<file path="config.mk">
export PLATFORM = sky130hd
export DESIGN_NAME = brb_wrap_unit
export DESIGN_NICKNAME = d
export VERILOG_FILES = /design/src/hdl/brb_pkg.sv /design/src/hdl/brb_wrap_unit.sv
export SDC_FILE = /design/constraint.sdc
export NUM_CORES = 1
export LEC_CHECK = 0
export BUFFER_PORTS_ARGS = -buffer_cell sky130_fd_sc_hd__buf_2
export CAP_MARGIN = 15
export CORE_AREA = 3 3 54 56
export DETAILED_ROUTE_END_ITERATION = 12
export DIE_AREA = 0 0 57 59
export PLACE_DENSITY = 0.88
export SLEW_MARGIN = 20
export SYNTH_ARGS = -nofsm -noshare
export SYNTH_HDL_FRONTEND = slang
export SYNTH_SLANG_ARGS = --single-unit
</file>
<file path="constraint.sdc">
create_clock -name vclk -period 9.7
set_input_delay 0.97 -clock vclk [all_inputs]
set_output_delay 0.97 -clock vclk [all_outputs]
set_load 0.05 [all_outputs]
</file>
<file path="src/hdl/brb_pkg.sv">
// Shared constants and types for the byte ring buffer with peek and find.
`timescale 1ns / 1ps
`default_nettype none

package brb_pkg;

  localparam int unsigned DEPTH = 4096;
  localparam int unsigned PTR_W = $clog2(DEPTH);
  localparam int unsigned CNT_W = PTR_W + 1;

  localparam logic [2:0] ACT_PUT    = 3'd0;
  localparam logic [2:0] ACT_GET    = 3'd1;
  localparam logic [2:0] ACT_PEEK   = 3'd2;
  localparam logic [2:0] ACT_DELETE = 3'd3;
  localparam logic [2:0] ACT_FIND   = 3'd4;
  localparam logic [2:0] ACT_CLEAR  = 3'd5;

  localparam logic [1:0] ST_OK   = 2'd0;
  localparam logic [1:0] ST_FULL = 2'd1;
  localparam logic [1:0] ST_NONE = 2'd2;

  typedef struct packed {
    logic             we;
    logic [PTR_W-1:0] waddr;
    logic [7:0]       wdata;
    logic [PTR_W-1:0] raddr;
  } mem_req_t;

endpackage

`default_nettype wire

</file>
<file path="src/hdl/brb_wrap_unit.sv">
// Shared modular pointer adder: base plus step, wrapped at capacity.
`timescale 1ns / 1ps
`default_nettype none

module brb_wrap_unit (
  input  wire logic [brb_pkg::PTR_W-1:0] base,
  input  wire logic [brb_pkg::CNT_W-1:0] step,
  input  wire logic [brb_pkg::CNT_W-1:0] cap,
  output logic      [brb_pkg::PTR_W-1:0] sum
);

  logic [brb_pkg::CNT_W:0] raw;
  logic [brb_pkg::CNT_W:0] red;

  always_comb begin
    raw = {2'b00, base} + {1'b0, step};
    red = raw - {1'b0, cap};
    if (raw >= {1'b0, cap}) begin
      sum = red[brb_pkg::PTR_W-1:0];
    end else begin
      sum = raw[brb_pkg::PTR_W-1:0];
    end
  end

endmodule

`default_nettype wire

</file>
==> flow_summary.toml, run 1 <==
[die]
die_h_um = 59
die_area_um2 = 3360
rows = 18
core-area_um2 = 2480
start_util_pct = 57.3
pin_count = 50
die_x_um = 57

[route]
drtPass1Iterations = 4
avgViaCountPerCell = 5.64
drc_errors = 0
vias = 1439
wl_per_cell_um = 12.5
routed_wl_mm = 3.20
dr.first_iter.drc_count = 38
ant_nets = 0

[synthesis]
syn_area_per_cell_um2 = 7.98
syn-num-nets = 243
netlist_instances = 178
synth.top_cells.by_area = "ha_1 22%, mux2_4 9.5%, xnor2_1 6.2%"
yosysUniqueCellTypes = 48
synth_seq_area_share_pct = 0
yosys.area.top_type_share_pct = 22.0
yosys.area.top_type = "ha_1"
syn-cell-area_um2 = 1420
ys_warn_count = 0

[sta]
report.final.setup_viol = 0
setup-tns-final_ns = 0
maxSlewViolCount = 0
hold_viol = 0
relSlewSlack_pct = 39.6
period_share_pct = 56.5
fmax_mhz = 182
rsz0062_at_grt = "false"
tightest_slew_ns = 0.903
min_period_ns = 5.48

[setup_path]
slowest_stage = "mux2_1"
worstPathRequired_ns = 8.73
crit_start = "base[0]"
start_kind = "input pin"
cp.arrival_ns = 4.51
slowest_delay_ns = 0.45
worst-setup-path-type = "in2out"
worst_path_most_repeated_cell = "a21oi_1"
cp-end-kind = "output pin"
path_max_fanout = 12
worstPathCellList = "buf_2 > ha_1 > fa_1 > a21o_1 > a21oi_1 > o211ai_1 > a21oi_1 > a21oi_1 > xor2_1 > ha_1 > a221oi_4 > o211ai_2 > mux2_1 > buf_2"

[power]
vdd_drop_max_mv = 0.176
power_density_nw_per_um2 = 188
p_sw_uw = 196
p_int_uw = 118
pwr-share-seq_pct = 0
power_frac_clock_pct = 0
power.share.combinational_pct = 100.0
power_leakage_nw = 0.872
swShare_pct = 62.6

[global_route]
grt_max_degree = 13
grt_overflow = 0
grt_pass1_wl_mm = 5.44
antenna_found_initial = 0
grt_pass1_vias = 1327
grt_usage_pct = 19.0

[flow_run]
cap_viol_max_count = 0

[clock_network]
ctsResizeCount = 0
post_cts_buffers = 0
hold_buffers = 0

[cells_and_area]
area_growth_pct = 17.8
design.seq.count = 0
fillers = 230
antenna_cells = 0
final_nets = 292
drive_above_1_share_pct = 31.1
final_util_pct = 67.5
seqCellArea_um2 = 0
clock_buffers = 0

[placed_design]
port_buffers = 50
globalplace.congestion = 0.868
dp_hpwl_mm = 2.79

[hold_path]
worstHoldStart = "cap[0]"
hp-class = "in2out"
hold_end = "sum[0]"
hold_path_depth = 4

[status]
outcome = "finished clean"
[worst max-delay path: cells and delay by family]
| family | cells | cell delay, ns |
|---|---|---|
| compound gates | 7 | 1.64 |
| fa+ha+maj | 3 | 0.97 |
| mux | 1 | 0.45 |
| buf+inv | 2 | 0.31 |
| xor+xnor | 1 | 0.15 |
[worst max path at each step]
| stage | depth (start not counted) | to | slack (ns) |
|---|---|---|---|
| after global routing | 14 | sum[1] | 3.98 |
| after global placement | 14 | sum[11] | 4.25 |
| after floorplan | 15 | sum[0] | 4.30 |
| after CTS | 14 | sum[1] | 4.19 |
| after detailed placement | 14 | sum[1] | 4.21 |
| final | 14 | sum[1] | 4.22 |
[layout by cell type (no fill, tap or decap), types with 5 or more instances in the layout]
cell     instances
buf_2           50
ha_1            25
inv_1           21
a21oi_1         16
nor2_1          10
xnor2_1         10
mux2_4           9
xor2_1           7
nand2_1          6
nand4_1          5
[power groups by stage]
stage | Sequential (mW) | Clock [mW] | Combinational [mW]
global placement | 0 | 0 | 0.310
detailed placement | 0 | 0 | 0.313
CTS | 0 | 0 | 0.314
floorplan | 0 | 0 | 0.262
global route | 0 | 0 | 0.336
finish | 0 | 0 | 0.314
[Yosys cell counts (2+ instances only)]
master	number
inv_1	21
nand4_1	5
o21bai_1	4
mux2_1	2
o21ai_1	2
o21ai_0	4
nand2b_1	2
xnor2_1	10
ha_1	25
mux2_4	9
a21o_2	3
a21oi_1	16
o21a_1	4
nor2b_1	3
xor2_1	7
fa_1	2
nor3_1	4
o211ai_1	2
nand3_1	4
a2111oi_0	3
nand2_1	6
nor2_1	10
and3_1	3
a21o_1	3
[logic make-up (layout without fill, tap and decap cells)]
group                      count (synthesis)  in the layout  share of synthesized area [%]
AOI/OAI and AO/OA                         54             54                           27.8
buffers and inverters                     24             71                           8.02
adders and majority gates                 27             27                           24.8
xor gates and xnor gates                  17             17                           10.5
muxes                                     12             12                           11.8
and+or+nand+nor                           44             44                           17.0
[per-layer routing]
metal | wire length (um) | vias up | global-route usage [%] | share of wire (%)
li1 | - | 762 | - | -
met4 | 0 | 0 | 0.662 | 0
met1 | 1540 | 648 | 25.9 | 48
met5 | 0 | - | 0 | 0
met3 | 88 | 0 | 0.218 | 2.8
met2 | 1570 | 29 | 35.6 | 49
[through the flow]
stage / area [um2] / std cells / hold slack, ns / total power, mW / worst slack (ns)
floorplan: 1420 / 178 / 2.40 / 0.262 / 4.30
global placement: 1670 / 255 / 2.43 / 0.310 / 4.25
detailed placement: 1670 / 255 / 2.44 / 0.313 / 4.21
CTS: 1670 / 255 / 2.44 / 0.314 / 4.19
global route: 1670 / 255 / 2.48 / 0.336 / 3.98
finish: 1670 / 255 / 2.44 / 0.314 / 4.22
[layout make-up]
cell class	instances	area, um2	area share [%]
Inverter	21	78.8	4.71
Multi-Input combinational cell	154	1310	78.1
Timing Repair Buffer	50	250	15.0
Tap cell	30	37.5	2.24
Power figures use the tool's default switching activity.
==> run 2, diff against run 1 <==
- ABC_AREA: unset -> 1
- CORE_AREA: 3 3 54 56 -> 3 3 59 61
- DIE_AREA: 0 0 57 59 -> 0 0 62 64
- PLACE_DENSITY: 0.88 -> 0.82
- clock period: 9.7 -> 5.4 ns (I/O delays scaled with it)
==> run 2 against run 1 <==
  * Final area rose by 14%
  * Core utilization fell by 4.8 points
  * Via count rose by 31%
  * Sequential cell count did not move
==> flow_summary.toml, run 2 <==
[status]
outcome = "finished clean"

[sta]
relSlewSlack_pct = 73.2
report.final.setup_viol = 0
hold_viol = 0
min_period_ns = 4.08
whs_ns = 1.68
period_share_pct = 75.6
setup-tns-final_ns = 0
maxSlewViolCount = 0
rsz0062_at_grt = "false"
fmax_mhz = 245
tightest_slew_ns = 0.399
setup_ws_ns = 1.32

[setup_path]
cp-end-kind = "output pin"
worstPathRequired_ns = 4.86
crit_start = "base[0]"
start_kind = "input pin"
path_max_fanout = 13
worst-setup-path-type = "in2out"
cp.arrival_ns = 3.54

[global_route]
grt_usage_pct = 21.0
grt_pass1_vias = 1729
antenna_found_initial = 0
grt_pass1_wl_mm = 6.80
grt_overflow = 0
grt_max_degree = 14

[die]
die_h_um = 64
core-area_um2 = 3030
rows = 20
die_area_um2 = 3970
pin_count = 50
start_util_pct = 53.8
die_x_um = 62

[route]
drc_errors = 0
vias = 1890
drtPass1Iterations = 5
wl_per_cell_um = 10.6
avgViaCountPerCell = 4.95
ant_nets = 0
routed_wl_mm = 4.06
dr.first_iter.drc_count = 73

[cells_and_area]
final_common_cell = "nand2_1"
multiInputGateArea_um2 = 1410
seqCellArea_um2 = 0
layout_common_cells = "88 x nand2_1, 50 x buf_2, 47 x inv_1"
final_nets = 405
antenna_cells = 0
drive_above_1_share_pct = 22.2
area_growth_pct = 16.8
fillers = 317
design.seq.count = 0
final_util_pct = 62.8
clock_buffers = 0

[power]
power_leakage_nw = 1.19
total_power_uw = 537
vdd_drop_max_mv = 0.136
power_density_nw_per_um2 = 283

[placed_design]
port_buffers = 50
globalplace.congestion = 0.933
dp_hpwl_mm = 3.60
dp_slack_ns = 1.35

[synthesis]
yosysUniqueCellTypes = 26
yosys.area.top_type = "nand2_1"
synth_seq_area_share_pct = 0
netlist_top_cells_count = "88 x nand2_1, 47 x inv_1, 31 x nand3_1"
yosys.area.top_type_share_pct = 20.3
syn_area_per_cell_um2 = 5.59
synth.top_cells.by_area = "nand2_1 20%, ha_1 19%, inv_1 11%"
ys_warn_count = 0
netlist_instances = 291
yosysMostFrequentCell = "nand2_1"
syn-cell-area_um2 = 1630
syn-num-nets = 356

[hold_path]
worstHoldStart = "cap[0]"
hp-class = "in2out"

[clock_network]
hold_buffers = 0
post_cts_buffers = 0
ctsResizeCount = 0

[flow_run]
cap_viol_max_count = 0
run 2: per-stage QoR:
| step | std cells | cell area (um2) |
|---|---|---|
| 6_report | 382 | 1900 |
| 5_1_grt | 382 | 1900 |
| 4_1_cts | 382 | 1900 |
| 3_5_place_dp | 382 | 1900 |
| 3_3_place_gp | 382 | 1900 |
| 2_1_floorplan | 291 | 1630 |
run 2: layer usage:
metal | GRT usage (%) | share of wire (%) | vias to the layer above | wire length (um)
li1 | - | - | 1020 | -
met1 | 26.7 | 43 | 829 | 1760
met2 | 40.0 | 52 | 41 | 2130
met3 | 0.404 | 4.1 | 0 | 168
met4 | 0.265 | 0 | 0 | 0
met5 | 0 | 0 | - | 0
run 2: final cells by class:
type | instances | share of cell area (%)
Multi-Input combinational cell | 238 | 74.1
Tap cell | 44 | 2.90
Inverter | 50 | 9.87
Timing Repair Buffer | 50 | 13.2
run 2: report_power, final:
part	switching [mW]	total [mW]	internal, mW	leakage (nW)
clock network	0	0	0	0
logic	0.376	0.537	0.161	1.19
registers	0	0	0	0
total	0.376	0.537	0.161	1.19
run 2: worst max-delay path, stage by stage:
cell,delay [ns]
buf_2,0.10
ha_1,0.23
fa_1,0.43
nand3_1,0.09
nand3_1,0.14
nand3_1,0.14
nand4_1,0.13
xor2_1,0.17
ha_1,0.29
a21oi_1,0.15
o21a_1,0.12
o21ai_1,0.09
a21oi_4,0.34
nand2_4,0.22
nand2_2,0.10
nand2_1,0.06
buf_2,0.21
run 2: logic make-up after synthesis:
family / count (synthesis) / share of synthesized area, %
compound gates: 25 / 9.61
xor+xnor: 15 / 8.07
fa+ha+maj: 27 / 21.7
buf+inv: 53 / 13.5
simple gates: 171 / 47.1
run 2: final timing paths:
kind                 end  cells after the start
setup / recovery  sum[7]                     17
hold / removal    sum[0]                      6
==> run 3, diff against run 2 <==
- CORE_AREA: 3 3 59 61 -> 3 3 62 64
- DIE_AREA: 0 0 62 64 -> 0 0 65 67
- PLACE_DENSITY: 0.82 -> 0.78
- clock period: 5.4 -> 3.6 ns (I/O delays scaled with it)
==> run 3 against run 2 <==
  * Global-route usage decreased by 1.7 points
  * Count of clock-buffer cells in the layout unchanged
  * Critical endpoint unchanged
  * Core utilization shrank 0.64 points
  * Non-clock buffer count is 10 higher
  * Routed wire length increased by 5.5%
  * Sequential share of layout area did not move
==> flow_summary.toml, run 3 (synthesis results as in run 2) <==
[die]
start_util_pct = 48.8
pin_count = 50
core-area_um2 = 3340
die_h_um = 67
die_area_um2 = 4360
rows = 21
die_x_um = 65

[cells_and_area]
clock_buffers = 0
layout_common_cells = "88 x nand2_1, 47 x inv_1, 38 x buf_2"
fillers = 354
area_growth_pct = 27.4
final_cell_count_no_fill = 395
final_nets = 416
drive_above_1_share_pct = 26.4
stdcell_area_um2 = 2070
final_common_cell = "nand2_1"
design.seq.count = 0
antenna_cells = 0
seqCellArea_um2 = 0

[setup_path]
slowest_delay_ns = 0.36
worstPathCellList = "buf_2 > ha_1 > nand2_2 > nor2_2 > nand3_2 > nand3_4 > nand2_1 > nand2_1 > ha_1 > nand2_1 > inv_1 > a21oi_2 > nand4_1 > nand2_4 > buf_4 > nand3_1 > nand2_1 > clkbuf_4"
cp-end-kind = "output pin"
worst_path_most_repeated_cell = "nand2_1"
start_kind = "input pin"
cp.arrival_ns = 3.08
worst-setup-path-type = "in2out"
worstPathRequired_ns = 3.24
path_max_fanout = 7
slowest_stage = "ha_1"

[global_route]
antenna_found_initial = 0
grt_pass1_vias = 1726
grt_max_degree = 13
grt_usage_pct = 19.3
grt_overflow = 0
grt_pass1_wl_mm = 6.94

[sta]
min_period_ns = 3.44
relSlewSlack_pct = 72.8
report.final.setup_viol = 0
hold_viol = 0
fmax_mhz = 290
tightest_slew_ns = 0.405
setup-tns-final_ns = 0
maxSlewViolCount = 0
period_share_pct = 95.7

[clock_network]
hold_buffers = 0

[route]
routed_wl_mm = 4.29
drtPass1Iterations = 4
drc_errors = 0
vias = 1952
wl_per_cell_um = 10.9
ant_nets = 0
dr.first_iter.drc_count = 107
avgViaCountPerCell = 4.94

[flow_run]
cap_viol_max_count = 0

[power]
power_density_nw_per_um2 = 441
power_leakage_nw = 1.27
vdd_drop_max_mv = 0.175

[placed_design]
port_buffers = 50
dp_hpwl_mm = 3.59
placedCellCount = 390
globalplace.congestion = 0.911
placed_cell_area_um2 = 1960

[status]
outcome = "finished clean"

[hold_path]
hp-class = "in2out"
[run 3: cell count changes in the layout (fill, tap and decap cells not counted), sizes merged]
| cell | delta |
|---|---|
| buf | +6 |
| clkbuf | +4 |
| nand2 | +1 |
[run 3: power by group]
part / total, mW / leakage, nW / switching (mW) / internal [mW]
Clock: 0 / 0 / 0 / 0
Combinational: 0.915 / 1.27 / 0.591 / 0.324
Sequential: 0 / 0 / 0 / 0
Total: 0.915 / 1.27 / 0.591 / 0.324
[run 3: critical path: cells and delay by family]
family,cells,cell delay [ns]
AND/OR/NAND/NOR,11,1.32
adder cells (fa/ha/maj),2,0.66
AO/OA/AOI/OAI,1,0.17
buffers and inverters,4,0.56
[run 3: layout make-up]
cell class	count	area [um2]	share of cell area, %
Tap cell	46	57.6	2.78
Inverter	50	188	9.05
Timing Repair Buffer	60	383	18.5
Multi-Input combinational cell	239	1450	69.7
[run 3: timing repair]
action                     4_1_cts  5_1_grt
resized for setup                0       32
setup buffers                    0        4
setup endpoints to repair        0       12
[run 3: through the flow]
stage / power [mW] / util (%) / setup WS (ns) / hold slack, ns
after global routing: 1.00 / 62.1 / -0.0929 / 1.33
after detailed placement: 0.828 / 58.8 / 0.0845 / 1.33
after global placement: 0.822 / 58.8 / 0.0845 / 1.32
after CTS: 0.831 / 58.8 / 0.0730 / 1.33
after floorplan: 0.662 / - / 0.316 / 1.20
final: 0.915 / 62.1 / 0.156 / 1.28
[run 3: worst paths after layout]
path | depth (start not counted) | from | to
hold / removal | 6 | cap[0] | sum[0]
setup / recovery | 18 | base[7] | sum[7]
[run 3: metal layers]
layer  global-route usage, %  up-vias  part of all wire, %
li1                        -     1046                    -
met4                    2.37        0                  1.4
met3                    1.01        6                  5.2
met1                    25.2      838                   44
met5                       0        -                    0
met2                    35.6       62                   50
